`src/rtl/core/pmhe_pkg.sv`:
```
// Shared types and constants for the PS/2 mouse host engine.
// Holds the beat, result and register-file types used by every rtl/core file.
// No dependencies.
package pmhe_pkg;

	localparam int WAIT_BITS_DEF = 20;

	localparam int LONG_W = 16;
	localparam int SHORT_W = 16;
	localparam int TINY_W = 16;
	localparam int INIT_W = 20;

	localparam logic [LONG_W-1:0] LONG_RST = 16'd300;
	localparam logic [SHORT_W-1:0] SHORT_RST = 16'd50;
	localparam logic [TINY_W-1:0] TINY_RST = 16'd5;
	localparam logic [INIT_W-1:0] INIT_RST = 20'd100000;

	// register indexes (paddr[3:2])
	localparam logic [1:0] REG_LONG = 2'd0;
	localparam logic [1:0] REG_SHORT = 2'd1;
	localparam logic [1:0] REG_TINY = 2'd2;
	localparam logic [1:0] REG_INIT = 2'd3;

	// command codes
	localparam logic [2:0] OP_NONE = 3'd0;
	localparam logic [2:0] OP_SEND = 3'd1;
	localparam logic [2:0] OP_RECV = 3'd2;
	localparam logic [2:0] OP_INIT = 3'd3;
	localparam logic [2:0] OP_POLL = 3'd4;

	typedef struct packed {
		logic [LONG_W-1:0] long_wait_ticks;
		logic [SHORT_W-1:0] short_wait_ticks;
		logic [TINY_W-1:0] tiny_wait_ticks;
		logic [INIT_W-1:0] init_wait_ticks;
	} cfg_t;

	typedef struct packed {
		logic [2:0] op;
		logic [7:0] tx_byte;
		logic clk_line;
		logic data_line;
	} item_t;

	typedef struct packed {
		logic clk_pull_low;
		logic data_pull_low;
		logic busy_res;
		logic [7:0] rx_byte;
		logic rx_valid;
		logic [7:0] status_byte;
		logic [7:0] x_move;
		logic [7:0] y_move;
		logic poll_valid;
		logic done_res;
	} result_t;

endpackage

```
`src/rtl/core/pmhe_regs.sv`:
```
// APB register file for the PS/2 mouse host engine wait lengths.
// Depends on pmhe_pkg for the register layout and reset values.
module pmhe_regs (
	input  logic clk,
	input  logic arst_n,
	input  logic psel,
	input  logic penable,
	input  logic pwrite,
	input  logic [3:0] paddr,
	input  logic [31:0] pwdata,
	output logic [31:0] prdata,
	output logic pready,
	output pmhe_pkg::cfg_t cfg
);

	logic [1:0] idx;
	logic wr_en;
	pmhe_pkg::cfg_t cfg_q;

	assign idx = paddr[3:2];
	assign pready = 1'b1;
	assign wr_en = psel & penable & pwrite & pready;
	assign cfg = cfg_q;

	always_ff @(posedge clk or negedge arst_n) begin
		if (!arst_n) begin
			cfg_q.long_wait_ticks <= pmhe_pkg::LONG_RST;
			cfg_q.short_wait_ticks <= pmhe_pkg::SHORT_RST;
			cfg_q.tiny_wait_ticks <= pmhe_pkg::TINY_RST;
			cfg_q.init_wait_ticks <= pmhe_pkg::INIT_RST;
		end else if (wr_en) begin
			case (idx)
				pmhe_pkg::REG_LONG: cfg_q.long_wait_ticks <= pwdata[pmhe_pkg::LONG_W-1:0];
				pmhe_pkg::REG_SHORT: cfg_q.short_wait_ticks <= pwdata[pmhe_pkg::SHORT_W-1:0];
				pmhe_pkg::REG_TINY: cfg_q.tiny_wait_ticks <= pwdata[pmhe_pkg::TINY_W-1:0];
				pmhe_pkg::REG_INIT: cfg_q.init_wait_ticks <= pwdata[pmhe_pkg::INIT_W-1:0];
				default: ;
			endcase
		end
	end

	always_comb begin
		case (idx)
			pmhe_pkg::REG_LONG: prdata = 32'(cfg_q.long_wait_ticks);
			pmhe_pkg::REG_SHORT: prdata = 32'(cfg_q.short_wait_ticks);
			pmhe_pkg::REG_TINY: prdata = 32'(cfg_q.tiny_wait_ticks);
			pmhe_pkg::REG_INIT: prdata = 32'(cfg_q.init_wait_ticks);
			default: prdata = 32'd0;
		endcase
	end

endmodule

```
`src/rtl/core/pmhe_core.sv`:
```
// PS/2 host sequencer: phase state, bit shifter, wait counter and poll bytes.
// Advances one tick per step strobe. Depends on pmhe_pkg.
module pmhe_core #(
	parameter int WAIT_COUNTER_BITS = pmhe_pkg::WAIT_BITS_DEF
) (
	input  logic clk,
	input  logic arst_n,
	input  logic step,
	input  pmhe_pkg::item_t item,
	input  pmhe_pkg::cfg_t cfg,
	output pmhe_pkg::result_t res
);

	localparam logic [4:0] PH_IDLE = 5'd0;
	localparam logic [4:0] PH_W_REL = 5'd1;
	localparam logic [4:0] PH_W_CLKLO = 5'd2;
	localparam logic [4:0] PH_W_DATLO = 5'd3;
	localparam logic [4:0] PH_W_AWAIT = 5'd4;
	localparam logic [4:0] PH_W_BIT_HI = 5'd5;
	localparam logic [4:0] PH_W_BIT_LO = 5'd6;
	localparam logic [4:0] PH_W_STOP = 5'd7;
	localparam logic [4:0] PH_W_ACK_LO = 5'd8;
	localparam logic [4:0] PH_W_ACK_HI = 5'd9;
	localparam logic [4:0] PH_R_START = 5'd10;
	localparam logic [4:0] PH_R_ST_LO = 5'd11;
	localparam logic [4:0] PH_R_TINY = 5'd12;
	localparam logic [4:0] PH_R_ST_HI = 5'd13;
	localparam logic [4:0] PH_R_BIT_LO = 5'd14;
	localparam logic [4:0] PH_R_BIT_HI = 5'd15;
	localparam logic [4:0] PH_DELAY = 5'd16;

	localparam logic [1:0] ACT_END = 2'd0;
	localparam logic [1:0] ACT_WRITE = 2'd1;
	localparam logic [1:0] ACT_READ = 2'd2;
	localparam logic [1:0] ACT_DELAY = 2'd3;

	localparam int WB = WAIT_COUNTER_BITS;
	localparam logic [32:0] WMAX = (33'd1 << WB) - 33'd1;

	// action list of each command
	function automatic logic [1:0] act_kind(input logic [2:0] cmd, input logic [2:0] st);
		logic [1:0] k;
		k = ACT_END;
		case (cmd)
			pmhe_pkg::OP_SEND: if (st == 3'd0) k = ACT_WRITE;
			pmhe_pkg::OP_RECV: if (st == 3'd0) k = ACT_READ;
			pmhe_pkg::OP_INIT: begin
				case (st)
					3'd0, 3'd4: k = ACT_WRITE;
					3'd1, 3'd2, 3'd3, 3'd5: k = ACT_READ;
					3'd6: k = ACT_DELAY;
					default: k = ACT_END;
				endcase
			end
			pmhe_pkg::OP_POLL: begin
				case (st)
					3'd0: k = ACT_WRITE;
					3'd1, 3'd2, 3'd3, 3'd4: k = ACT_READ;
					default: k = ACT_END;
				endcase
			end
			default: k = ACT_END;
		endcase
		return k;
	endfunction

	function automatic logic [7:0] act_byte(input logic [2:0] cmd, input logic [2:0] st);
		logic [7:0] b;
		b = 8'h00;
		if (cmd == pmhe_pkg::OP_INIT && st == 3'd0) b = 8'hff;
		else if (cmd == pmhe_pkg::OP_INIT && st == 3'd4) b = 8'hf0;
		else if (cmd == pmhe_pkg::OP_POLL && st == 3'd0) b = 8'heb;
		return b;
	endfunction

	// clamp a configured length to the counter range
	function automatic logic [WB-1:0] sat_wait(input logic [19:0] n);
		logic [32:0] ne;
		ne = 33'(n);
		return (ne > WMAX) ? WMAX[WB-1:0] : ne[WB-1:0];
	endfunction

	logic [4:0] phase_q, n_phase;
	logic [3:0] seq_q, n_seq;
	logic [2:0] cmd_q, n_cmd;
	logic [3:0] bit_q, n_bit;
	logic [7:0] shift_q, n_shift;
	logic par_q, n_par;
	logic [WB-1:0] wait_q, n_wait;
	logic chold_q, n_chold;
	logic dhold_q, n_dhold;
	logic [7:0] stat_q, n_stat;
	logic [7:0] x_q, n_x;
	logic [7:0] y_q, n_y;
	logic [7:0] rx_q, n_rx;
	logic p_rx, p_poll, p_done;

	always_comb begin
		logic begin_act;
		logic [7:0] tx_sel;
		logic [7:0] sh;
		logic tdone;
		logic [2:0] cmd_eff;
		logic [1:0] kind;
		logic [3:0] bc;

		n_phase = phase_q;
		n_seq = seq_q;
		n_cmd = cmd_q;
		n_bit = bit_q;
		n_shift = shift_q;
		n_par = par_q;
		n_wait = wait_q;
		n_chold = chold_q;
		n_dhold = dhold_q;
		n_stat = stat_q;
		n_x = x_q;
		n_y = y_q;
		n_rx = rx_q;
		p_rx = 1'b0;
		p_poll = 1'b0;
		p_done = 1'b0;
		begin_act = 1'b0;
		tx_sel = 8'h00;
		sh = 8'h00;
		bc = 4'd0;
		tdone = (wait_q == '0);
		if (!tdone) n_wait = wait_q - WB'(1);

		if (phase_q == PH_IDLE) begin
			n_wait = wait_q;
			if (item.op inside {[pmhe_pkg::OP_SEND:pmhe_pkg::OP_POLL]}) begin
				n_cmd = item.op;
				n_seq = 4'd0;
				if (item.op == pmhe_pkg::OP_INIT) begin
					n_chold = 1'b1;
					n_dhold = 1'b0;
				end
				begin_act = 1'b1;
				tx_sel = item.tx_byte;
			end
		end else begin
			// counter only runs in timed phases
			if (!(phase_q inside {PH_W_REL, PH_W_CLKLO, PH_W_DATLO, PH_W_STOP,
					PH_R_START, PH_R_TINY, PH_DELAY}))
				n_wait = wait_q;
			case (phase_q)
				PH_W_REL: if (tdone) begin
					n_chold = 1'b1;
					n_wait = sat_wait(20'(cfg.long_wait_ticks));
					n_phase = PH_W_CLKLO;
				end
				PH_W_CLKLO: if (tdone) begin
					n_dhold = 1'b1;
					n_wait = sat_wait(20'(cfg.long_wait_ticks));
					n_phase = PH_W_DATLO;
				end
				PH_W_DATLO: if (tdone) begin
					n_chold = 1'b0;
					n_phase = PH_W_AWAIT;
				end
				PH_W_AWAIT: if (!item.clk_line) begin
					n_bit = 4'd0;
					n_dhold = ~shift_q[0];
					n_phase = PH_W_BIT_HI;
				end
				PH_W_BIT_HI: if (item.clk_line) n_phase = PH_W_BIT_LO;
				PH_W_BIT_LO: if (!item.clk_line) begin
					if (bit_q < 4'd8) begin
						n_par = par_q ^ shift_q[0];
						sh = {1'b0, shift_q[7:1]};
						n_shift = sh;
						bc = bit_q + 4'd1;
						n_bit = bc;
						n_dhold = (bc < 4'd8) ? ~sh[0] : ~(par_q ^ shift_q[0]);
						n_phase = PH_W_BIT_HI;
					end else begin
						n_dhold = 1'b0;
						n_wait = sat_wait(20'(cfg.short_wait_ticks));
						n_phase = PH_W_STOP;
					end
				end
				PH_W_STOP: if (tdone) n_phase = PH_W_ACK_LO;
				PH_W_ACK_LO: if (!item.clk_line) n_phase = PH_W_ACK_HI;
				PH_W_ACK_HI: if (item.clk_line) begin
					n_chold = 1'b1;
					n_seq = seq_q + 4'd1;
					begin_act = 1'b1;
				end
				PH_R_START: if (tdone) n_phase = PH_R_ST_LO;
				PH_R_ST_LO: if (!item.clk_line) begin
					n_wait = sat_wait(20'(cfg.tiny_wait_ticks));
					n_phase = PH_R_TINY;
				end
				PH_R_TINY: if (tdone) n_phase = PH_R_ST_HI;
				PH_R_ST_HI: if (item.clk_line) begin
					n_bit = 4'd0;
					n_shift = 8'h00;
					n_phase = PH_R_BIT_LO;
				end
				PH_R_BIT_LO: if (!item.clk_line) begin
					if (bit_q < 4'd8 && item.data_line) n_shift[bit_q[2:0]] = 1'b1;
					n_phase = PH_R_BIT_HI;
				end
				PH_R_BIT_HI: if (item.clk_line) begin
					bc = bit_q + 4'd1;
					n_bit = bc;
					if (bc >= 4'd10) begin
						// byte done: hold the clock and file it by poll step
						n_chold = 1'b1;
						n_rx = shift_q;
						if (cmd_q == pmhe_pkg::OP_POLL) begin
							if (seq_q == 4'd2) n_stat = shift_q;
							else if (seq_q == 4'd3) n_x = shift_q;
							else if (seq_q == 4'd4) n_y = shift_q;
						end
						n_seq = seq_q + 4'd1;
						begin_act = 1'b1;
					end else begin
						n_phase = PH_R_BIT_LO;
					end
				end
				PH_DELAY: if (tdone) begin
					n_seq = seq_q + 4'd1;
					begin_act = 1'b1;
				end
				default: n_phase = PH_IDLE;
			endcase
		end

		// start the action at the current step of the command
		cmd_eff = (n_cmd <= pmhe_pkg::OP_POLL) ? n_cmd : pmhe_pkg::OP_NONE;
		kind = act_kind(cmd_eff, n_seq[2:0]);
		if (begin_act) begin
			case (kind)
				ACT_WRITE: begin
					n_shift = (cmd_eff == pmhe_pkg::OP_SEND) ? tx_sel
						: act_byte(cmd_eff, n_seq[2:0]);
					n_par = 1'b1;
					n_bit = 4'd0;
					n_chold = 1'b0;
					n_dhold = 1'b0;
					n_wait = sat_wait(20'(cfg.long_wait_ticks));
					n_phase = PH_W_REL;
				end
				ACT_READ: begin
					n_chold = 1'b0;
					n_dhold = 1'b0;
					n_wait = sat_wait(20'(cfg.short_wait_ticks));
					n_phase = PH_R_START;
				end
				ACT_DELAY: begin
					n_wait = sat_wait(cfg.init_wait_ticks);
					n_phase = PH_DELAY;
				end
				default: begin
					n_phase = PH_IDLE;
					p_done = 1'b1;
					p_rx = (cmd_eff == pmhe_pkg::OP_RECV);
					p_poll = (cmd_eff == pmhe_pkg::OP_POLL);
				end
			endcase
		end
	end

	always_ff @(posedge clk or negedge arst_n) begin
		if (!arst_n) begin
			phase_q <= PH_IDLE;
			seq_q <= 4'd0;
			cmd_q <= pmhe_pkg::OP_NONE;
			bit_q <= 4'd0;
			shift_q <= 8'h00;
			par_q <= 1'b1;
			wait_q <= '0;
			chold_q <= 1'b1;
			dhold_q <= 1'b0;
			stat_q <= 8'h00;
			x_q <= 8'h00;
			y_q <= 8'h00;
			rx_q <= 8'h00;
		end else if (step) begin
			phase_q <= n_phase;
			seq_q <= n_seq;
			cmd_q <= n_cmd;
			bit_q <= n_bit;
			shift_q <= n_shift;
			par_q <= n_par;
			wait_q <= n_wait;
			chold_q <= n_chold;
			dhold_q <= n_dhold;
			stat_q <= n_stat;
			x_q <= n_x;
			y_q <= n_y;
			rx_q <= n_rx;
		end
	end

	always_comb begin
		res.clk_pull_low = n_chold;
		res.data_pull_low = n_dhold;
		res.busy_res = (n_phase != PH_IDLE);
		res.rx_byte = n_rx;
		res.rx_valid = p_rx;
		res.status_byte = n_stat;
		res.x_move = n_x;
		res.y_move = n_y;
		res.poll_valid = p_poll;
		res.done_res = p_done;
	end

endmodule

```
`src/rtl/core/ps2_mouse_host_engine.sv`:
```
// Top level of the PS/2 mouse host engine: input register, output register, APB port.
// Instantiates pmhe_regs and pmhe_core; depends on pmhe_pkg.
//
//  channel  | handshake              | payload
//  ---------+------------------------+-----------------------------------------
//  s_*      | s_tvalid / s_tready    | one line sample per tick plus command
//  m_*      | m_tvalid / m_tready    | line drive requests, status, poll bytes
//  APB      | psel/penable/pready    | wait-length registers at 0x0..0xC
//
// One beat per cycle sustained while the output is not stalled: an input beat is
// registered, the sequencer steps on it and the result lands in the output register.
// A stalled output holds the pipeline without dropping beats; the input register
// still takes one beat while the output waits. Reset clears the sequencer to idle
// with the clock line held low and registers at defaults.
module ps2_mouse_host_engine #(
	parameter int WAIT_COUNTER_BITS = pmhe_pkg::WAIT_BITS_DEF
) (
	input  logic clk,
	input  logic arst_n,
	input  logic s_tvalid,
	output logic s_tready,
	input  logic [15:0] s_tdata,   // tx_byte[7:0], clk_line[8], data_line[9], zero[15:10]
	input  logic [2:0] s_tuser,    // op[2:0]
	output logic m_tvalid,
	input  logic m_tready,
	output logic [39:0] m_tdata,   // clk_pull_low[0], data_pull_low[1], busy_res[2],
	                               // rx_byte[10:3], rx_valid[11], status_byte[19:12],
	                               // x_move[27:20], y_move[35:28], poll_valid[36],
	                               // done_res[37], zero[39:38]
	input  logic psel,
	input  logic penable,
	input  logic pwrite,
	input  logic [3:0] paddr,
	input  logic [31:0] pwdata,
	output logic [31:0] prdata,
	output logic pready
);

	pmhe_pkg::cfg_t cfg;
	pmhe_pkg::item_t item_s1;
	pmhe_pkg::result_t res;
	pmhe_pkg::result_t out_q;
	logic valid_s1;
	logic out_valid_q;
	logic fire;
	logic out_free;

	pmhe_regs u_regs (
		.clk(clk),
		.arst_n(arst_n),
		.psel(psel),
		.penable(penable),
		.pwrite(pwrite),
		.paddr(paddr),
		.pwdata(pwdata),
		.prdata(prdata),
		.pready(pready),
		.cfg(cfg)
	);

	assign out_free = !out_valid_q || m_tready;
	assign fire = valid_s1 && out_free;
	assign s_tready = !valid_s1 || fire;

	always_ff @(posedge clk or negedge arst_n) begin
		if (!arst_n) begin
			valid_s1 <= 1'b0;
		end else if (s_tready) begin
			valid_s1 <= s_tvalid;
		end
	end

	always_ff @(posedge clk) begin
		if (s_tready && s_tvalid) begin
			item_s1.op <= s_tuser;
			item_s1.tx_byte <= s_tdata[7:0];
			item_s1.clk_line <= s_tdata[8];
			item_s1.data_line <= s_tdata[9];
		end
	end

	pmhe_core #(
		.WAIT_COUNTER_BITS(WAIT_COUNTER_BITS)
	) u_core (
		.clk(clk),
		.arst_n(arst_n),
		.step(fire),
		.item(item_s1),
		.cfg(cfg),
		.res(res)
	);

	always_ff @(posedge clk or negedge arst_n) begin
		if (!arst_n) begin
			out_valid_q <= 1'b0;
		end else if (out_free) begin
			out_valid_q <= fire;
		end
	end

	always_ff @(posedge clk) begin
		if (fire) out_q <= res;
	end

	assign m_tvalid = out_valid_q;
	assign m_tdata = {2'b00, out_q.done_res, out_q.poll_valid, out_q.y_move, out_q.x_move,
		out_q.status_byte, out_q.rx_valid, out_q.rx_byte, out_q.busy_res,
		out_q.data_pull_low, out_q.clk_pull_low};

endmodule
```
`config.mk`:
```
export PLATFORM = sky130hd
export DESIGN_NAME = ps2_mouse_host_engine
export DESIGN_NICKNAME = d
export VERILOG_FILES = /design/src/rtl/core/pmhe_pkg.sv /design/src/rtl/core/pmhe_regs.sv /design/src/rtl/core/pmhe_core.sv /design/src/rtl/core/ps2_mouse_host_engine.sv
export SDC_FILE = /design/constraint.sdc
export NUM_CORES = 1
export LEC_CHECK = 0
export ABC_AREA = 1
export CORE_AREA = 2 2 165 167
export DETAILED_ROUTE_END_ITERATION = 8
export DIE_AREA = 0 0 167 169
export DONT_BUFFER_PORTS = 1
export PLACE_DENSITY_LB_ADDON = 0.05
export SLEW_MARGIN = 20
export SYNTH_ARGS = -nofsm -noshare
export SYNTH_HDL_FRONTEND = slang
export SYNTH_HIERARCHICAL = 1
export SYNTH_SLANG_ARGS = --single-unit
```
`constraint.sdc`:
```
create_clock -name clk -period 5.4 [get_ports clk]
set_clock_uncertainty 0.2 [all_clocks]
set_input_delay 0.81 -clock clk [delete_from_list [all_inputs] [get_ports clk]]
set_output_delay 0.81 -clock clk [all_outputs]
set_load 0.02 [all_outputs]
```
# Word level (Yosys, flattened, before mapping)
# Cells that the tools add are included.
[word_totals]
rom_bits = 0
ff_bits = 200
mem_count = 0
latchBits = 0
mem_bits_rw = 0
wordCells = 260
inputBits = 62
output_inout_bits = 75
[classes]
n_div = 0
eq_ne = 42
shifts = 0
magnitude_cmp = 8
n_mul = 0
add_sub_neg = 3
n_reduce_logical = 32
mux = 133
bitwise_logic = 8
[op_table]
columns = ["operator", "n"]
rows = [
  ["$mux W8", 39],
  ["$mux W20", 8],
  ["$pmux W32 S4", 1],
  ["$pmux W20 S3", 2],
  ["$mux W5", 17],
  ["$pmux W5 S15", 1],
  ["$mux W4", 14],
  ["$eq A5 B4 Y1 const B", 8],
  ["$mux W1", 35],
  ["$pmux W8 S3", 1],
  ["$eq A5 B3 Y1 const B", 4],
  ["$logic_not A20 Y1", 1],
  ["$sub A20 B1 Y20 const B", 1],
  ["$pmux W4 S4", 1],
  ["$eq A3 B2 Y1 const B", 5],
  ["$eq A3 B3 Y1 const B", 5],
  ["$pmux W5 S3", 1],
  ["$pmux W4 S3", 1],
  ["$reduce_or A4 Y1", 3],
  ["$eq A5 B2 Y1 const B", 2],
  ["$mux W3", 3],
  ["$add A4 B1 Y4 const B", 2],
  ["$eq A2 B2 Y1 const B", 4],
  ["$eq A4 B2 Y1 const B", 2],
  ["other kinds (37)", 65],
]

# Logic depth before layout (Yosys ltp)
[logic_depth]
depth_word = 14
ltp_mapped = 25
ltp_nobuf = 24

# Hierarchy
# The synthesis kept the hierarchy.
[by_module_without_submodules]
columns = ["module", "cells_per_inst", "area_each_um2", "n_inst", "seq_area_each_um2"]
rows = [
  ["pmhe_core", 1101, 6806.5, 1, 1979.4],
  ["pmhe_regs", 418, 3342.0, 1, 1720.4],
  ["ps2_mouse_host_engine", 66, 1645.3, 1, 1581.5],
]

# Least setup slack after synthesis
# Ideal clock, no wire load.
[synth_timing]
path_type = "input -> register"
start = "input m_tready"
end = "register u_core.rx_q[2]"
t_required_ns = 5.134
t_arrival_ns = 3.955
n_path_buf = 3
setup_ns = 0.066
path_stages = 7
setup_slack_ns = 1.179
cell_sequence = "inv_1 a21oi_1 buf_2 clkbuf_1 buf_1 nand2_1 nand2_1"
[synth_via]
elab_chain_len = 2
[synth_lines]
columns = ["element", "line", "text"]
rows = [
  ["from (decl)", "ps2_mouse_host_engine.sv:25", "input logic m_tready,"],
  ["$logic_or A1 B1 Y1", "ps2_mouse_host_engine.sv:61", "assign out_free = !out_valid_q || m_tready;"],
  ["$logic_and A1 B1 Y1", "ps2_mouse_host_engine.sv:62", "assign fire = valid_s1 && out_free;"],
  ["via fire", "ps2_mouse_host_engine.sv:45", "logic fire;"],
  ["to (signal assigned)", "pmhe_core.sv:294", "rx_q <= n_rx;"],
  ["to (decl)", "pmhe_core.sv:95", "logic [7:0] rx_q, n_rx;"],
]
# The timed path passes the listed nets, and every way through them passes these cells.
# A chain may end at the register's enable or synchronous reset.

# Final worst setup path
[layout_timing]
start = "register u_core.bit_q[0]"
end = "register u_core.wait_q[8]"
[layout_via]
elab_chain_len = 13
word_cells_on_any_way = 35
cone_classes = "add/sub (1); order compare (2); eq/ne (9); mux (19); reduce/logical (4)"
[layout_lines]
columns = ["element", "line", "text"]
rows = [
  ["from (decl)", "pmhe_core.sv:86", "logic [3:0] bit_q, n_bit;"],
  ["from (signal assigned)", "pmhe_core.sv:285", "bit_q <= n_bit;"],
  ["$add A4 B1 Y4", "pmhe_core.sv:206", "bc = bit_q + 4'd1;"],
  ["$ge A4 B4 Y1", "pmhe_core.sv:208", "if (bc >= 4'd10) begin"],
  ["$mux W4", "pmhe_core.sv:208", ""],
  ["$mux W4", "pmhe_core.sv:205", "PH_R_BIT_HI: if (item.clk_line) begin"],
  ["$pmux W4 S3", "pmhe_core.sv:147", "case (phase_q)"],
  ["$mux W4", "pmhe_core.sv:130", "if (phase_q == PH_IDLE) begin"],
  ["$eq A3 B3 Y1 (tied with other cells)", "pmhe_core.sv:48", "case (st)"],
  ["$reduce_or A4 Y1 (tied with other cells)", "pmhe_core.sv:48", ""],
  ["$pmux W2 S3 or $pmux W2 S2 (tied branches)", "pmhe_core.sv:48, pmhe_core.sv:56", ""],
  ["$pmux W2 S4", "pmhe_core.sv:44", "case (cmd)"],
  ["$eq A2 B2 Y1 or $eq A2 B1 Y1 (tied branches)", "pmhe_core.sv:235", "case (kind)"],
  ["$pmux W20 S3", "pmhe_core.sv:235", ""],
  ["$mux W20 *", "pmhe_core.sv:234", "if (begin_act) begin"],
  ["to (signal assigned)", "pmhe_core.sv:288", "wait_q <= n_wait;"],
  ["to (decl)", "pmhe_core.sv:89", "logic [WB-1:0] wait_q, n_wait;"],
]
# Mark *: on every way between the ends. The rest lies on a longest branch, timed or not. The select of a mux whose other input is x is not followed.

==> results_dict.tcl <==
set metrics [dict create \
    detail_route.wirelength_mm 35.5 \
    async_flop_share_pct 74.5 \
    input_output_buffers 0 \
    route.detailed.vias_per_inst 5.45 \
    dr.max_layer_used "met4" \
    worst_path_max_delay_cell "sky130_fd_sc_hd__ha_1" \
    ys_types 57 \
    critPathMaxFanout 21 \
    highest_attainable_clock_frequency_mhz 226 \
    first_pass_grt_wire_length_mm 56.2 \
    clock_tree.htree_level_count 4 \
    rr_endpoint "u_core/wait_q[8]" \
    timing_worst_setup_path_type "flop to flop" \
    placed_instance_area_um2 11900 \
    worst-endpoint-arrival_ns 4.62 \
    wl_met3_mm 2.02 \
    share_of_final_layout_standard_cells_stronger_than_drive_strength_1_pct 8.66 \
    worst_path_dominant_cell_family "simple AND/OR/NAND/NOR gates" \
    crit_path_cell_trace "nand3_1 > ha_1 > nand3_1 > buf_4 > nand3_2 > nand2_1 > nand2_1 > inv_2 > nand3_2 > nor2_4 > nand2_2 > nand3_1 > ha_1 > nand2_1 > nand3_1 > o21ai_0 > o21bai_1 > nand2_1" \
    rows 60 \
    cp_data_required_time_ns 5.58 \
    max_slew.worst_pin.slew_ns 1.07 \
    i_o_pin_count 137 \
    yosys_register_bits 200 \
    cts_repair_resize_count 0 \
    final_layout_net_count 1622 \
    postLayoutSetupSlackWorst_ns 0.968 \
    core_area_um2 26500 \
    crit_path_max_incr_delay_ns 0.94 \
    finalHoldViolCount 0 \
    pre_cts_slack_ns 1.07 \
    grt_pass1_vias 10019 \
    seqCellArea_um2 5280 \
    reg2reg_setup_slack_ns 0.97 \
    antenna_found_initial 0 \
    routed-wl-met2_mm 17.1 \
    fin_crit_sh_pct 82.1 \
    floorplan.die_area_um2 28200 \
    final_cell_mix "sky130_fd_sc_hd__nand2_1, sky130_fd_sc_hd__nand3_1, sky130_fd_sc_hd__dfrtp_1" \
    num_antenna_cells 0 \
    slew_headroom_pct 29.0 \
    multiInputGateArea_um2 5610 \
    cts_max_path_buffers 2 \
    vdd_drop_max_mv 0.229 \
    switching_share_pct 46.5 \
    grt_max_degree 133 \
    die_x_um 167 \
    setup-tns-final_ns 0 \
    worst_setup_path_startpoint "u_core/bit_q[0]" \
    cts_hold_buffers 3 \
    drtIter0Drc 832 \
    dp_hpwl_mm 22.7 \
    ys_warn_count 6 \
    synthesis.area_per_instance_um2 7.44 \
    buffer_and_inverter_count_on_the_worst_path 2 \
    met1Wirelength_mm 15.7 \
    postSynth.topFlopCell "sky130_fd_sc_hd__dfrtp_1" \
    clock_insertion_delay_worst_skew_ns 0.45 \
    leakagePower_nw 5.91 \
    intPower_mw 3.21 \
    die-height_um 169 \
    cts_buffers 17 \
    via_count 10343 \
    crit_path_end_kind "flop" \
    initial_utilization_pct 44.5 \
    synth-seq-area-share_pct 44.8 \
    cts_tree "done" \
    rr_worst_depth 18 \
    drc 0 \
    power.share.combinational_pct 41.1 \
    post_cts_buffers 0 \
    clk_root_buffer_cell "sky130_fd_sc_hd__clkbuf_16" \
    run_status "complete, no violations" \
    gate_count_post_synth 1585 \
    routed_length_per_instance_um 18.7 \
    route.antenna.remaining_nets 0 \
    finalCriticalPeriod_ns 4.43 \
    syn_area_um2 11800 \
    tritoncts_num_sinks 200 \
    unrepaired_setup_endpoints_after_global_routing "false" \
    timing_max_transition_violations_final 0 \
    cellPowerDensity_nw_per_um2 479 \
    setup_viol 0 \
    worst_r2r_startpoint "u_core/bit_q[0]" \
    critPathLaunchType "flop" \
    filler_cells_inserted 2712 \
    fin_total_pwr_mw 6.00 \
    dr.pass1.iters 5 \
    clkPwrFrac_pct 22.7 \
    clk_pin_slew_ns 0.09 \
    syn2layout_area_growth_pct 6.31 \
    power_frac_seq_pct 36.2 \
    whs_ns 0.118 \
    mostFrequentLayoutCell "sky130_fd_sc_hd__nand2_1" \
    net_switching_mw 2.79 \
    worst_hold_path_type "input port to async pin" \
    gr-total-overflow 0 \
    number_of_flops_mapped_to_enable_cells_by_yosys 51 \
    max_cap_violations 0 \
    stdcell_area_um2 12500 \
    track_usage_pct 25.3 \
    globalplace.congestion 0.898 \
]
==> power groups by stage <==
stage | clock [mW] | sequential (mW) | combinational [mW]
floorplan | 0 | 2.10 | 1.84
global route | 1.45 | 2.21 | 2.77
finish | 1.36 | 2.17 | 2.47
global placement | 0 | 2.20 | 2.40
CTS | 1.40 | 2.17 | 2.46
detailed placement | 0 | 2.20 | 2.42
==> per-stage QoR <==
stage               std cells  utilization, %
floorplan                1597               -
detailed placement       1864            44.7
global placement         1864            44.7
CTS                      1899            47.3
finish                   1899            47.3
global route             1899            47.3
==> area by class of cell <==
| class | count | share of cell area (%) |
|---|---|---|
| clock inverter | 15 | 1.65 |
| sequential | 200 | 42.1 |
| timing repair buffer | 15 | 1.10 |
| inverter | 117 | 3.61 |
| multi-input combinational | 1194 | 44.7 |
| clock buffer | 17 | 3.39 |
| tap | 341 | 3.40 |
==> metal layers <==
| layer | vias up | track usage, % |
|---|---|---|
| met2 | 317 | 42.7 |
| met4 | 0 | 7.50 |
| li1 | 5066 | - |
| met1 | 4914 | 33.2 |
| met3 | 46 | 4.72 |
| met5 | - | 0 |
==> worst register-to-register path, delay by kind of cell, from the launching register on <==
family | cells | cell delay, ns
simple gates | 12 | 1.71
fa+ha+maj | 2 | 1.30
flops | 1 | 0.52
buf+inv | 2 | 0.36
compound gates | 2 | 0.29
==> synthesized netlist by cell type, drive strengths merged (5+ instances only) <==
cell type,instances,area (µm²)
a21oi,30,150
buf,63,424
clkbuf,23,86.3
dfrtp,132,3300
dfstp,17,447
edfxtp,51,1530
ha,15,188
inv,115,444
nand2,656,2520
nand3,176,946
nand4,41,257
nor2,94,459
nor3,14,86.3
o211ai,5,37.5
o21ai,101,528
o22ai,10,62.6
xor2,6,60.1
==> flip-flops by register name (all words and copies together), names as in the netlist <==
name / flops
item_s1: 13
m_tdata: 38
m_tvalid: 1
u_core/bit_q: 4
u_core/chold_q: 1
u_core/cmd_q: 3
u_core/dhold_q: 1
u_core/par_q: 1
u_core/phase_q: 5
u_core/rx_q: 8
u_core/seq_q: 4
u_core/shift_q: 8
u_core/stat_q: 8
u_core/wait_q: 20
u_core/x_q: 8
u_core/y_q: 8
u_regs/cfg: 68
valid_s1: 1
==> logic make-up after synthesis <==
family          share of synthesized area, %
simple gates                            36.5
other cells                           0.0955
xor+xnor                               0.806
buf+inv                                 8.17
fa+ha+maj                               1.59
flops                                   44.8
compound gates                          8.11
==> how the worst max path moves through the flow <==
stage	slack, ns	cells after the start	to
2_1_floorplan	1.18	7	u_core/rx_q[2]
3_3_place_gp	1.16	19	u_core/wait_q[8]
3_5_place_dp	1.07	20	u_core/wait_q[16]
4_1_cts	1.03	19	u_core/wait_q[8]
5_1_grt	0.59	20	u_core/wait_q[1]
6_report	0.97	18	u_core/wait_q[8]
No activity file was read; power rests on OpenSTA's default activity.
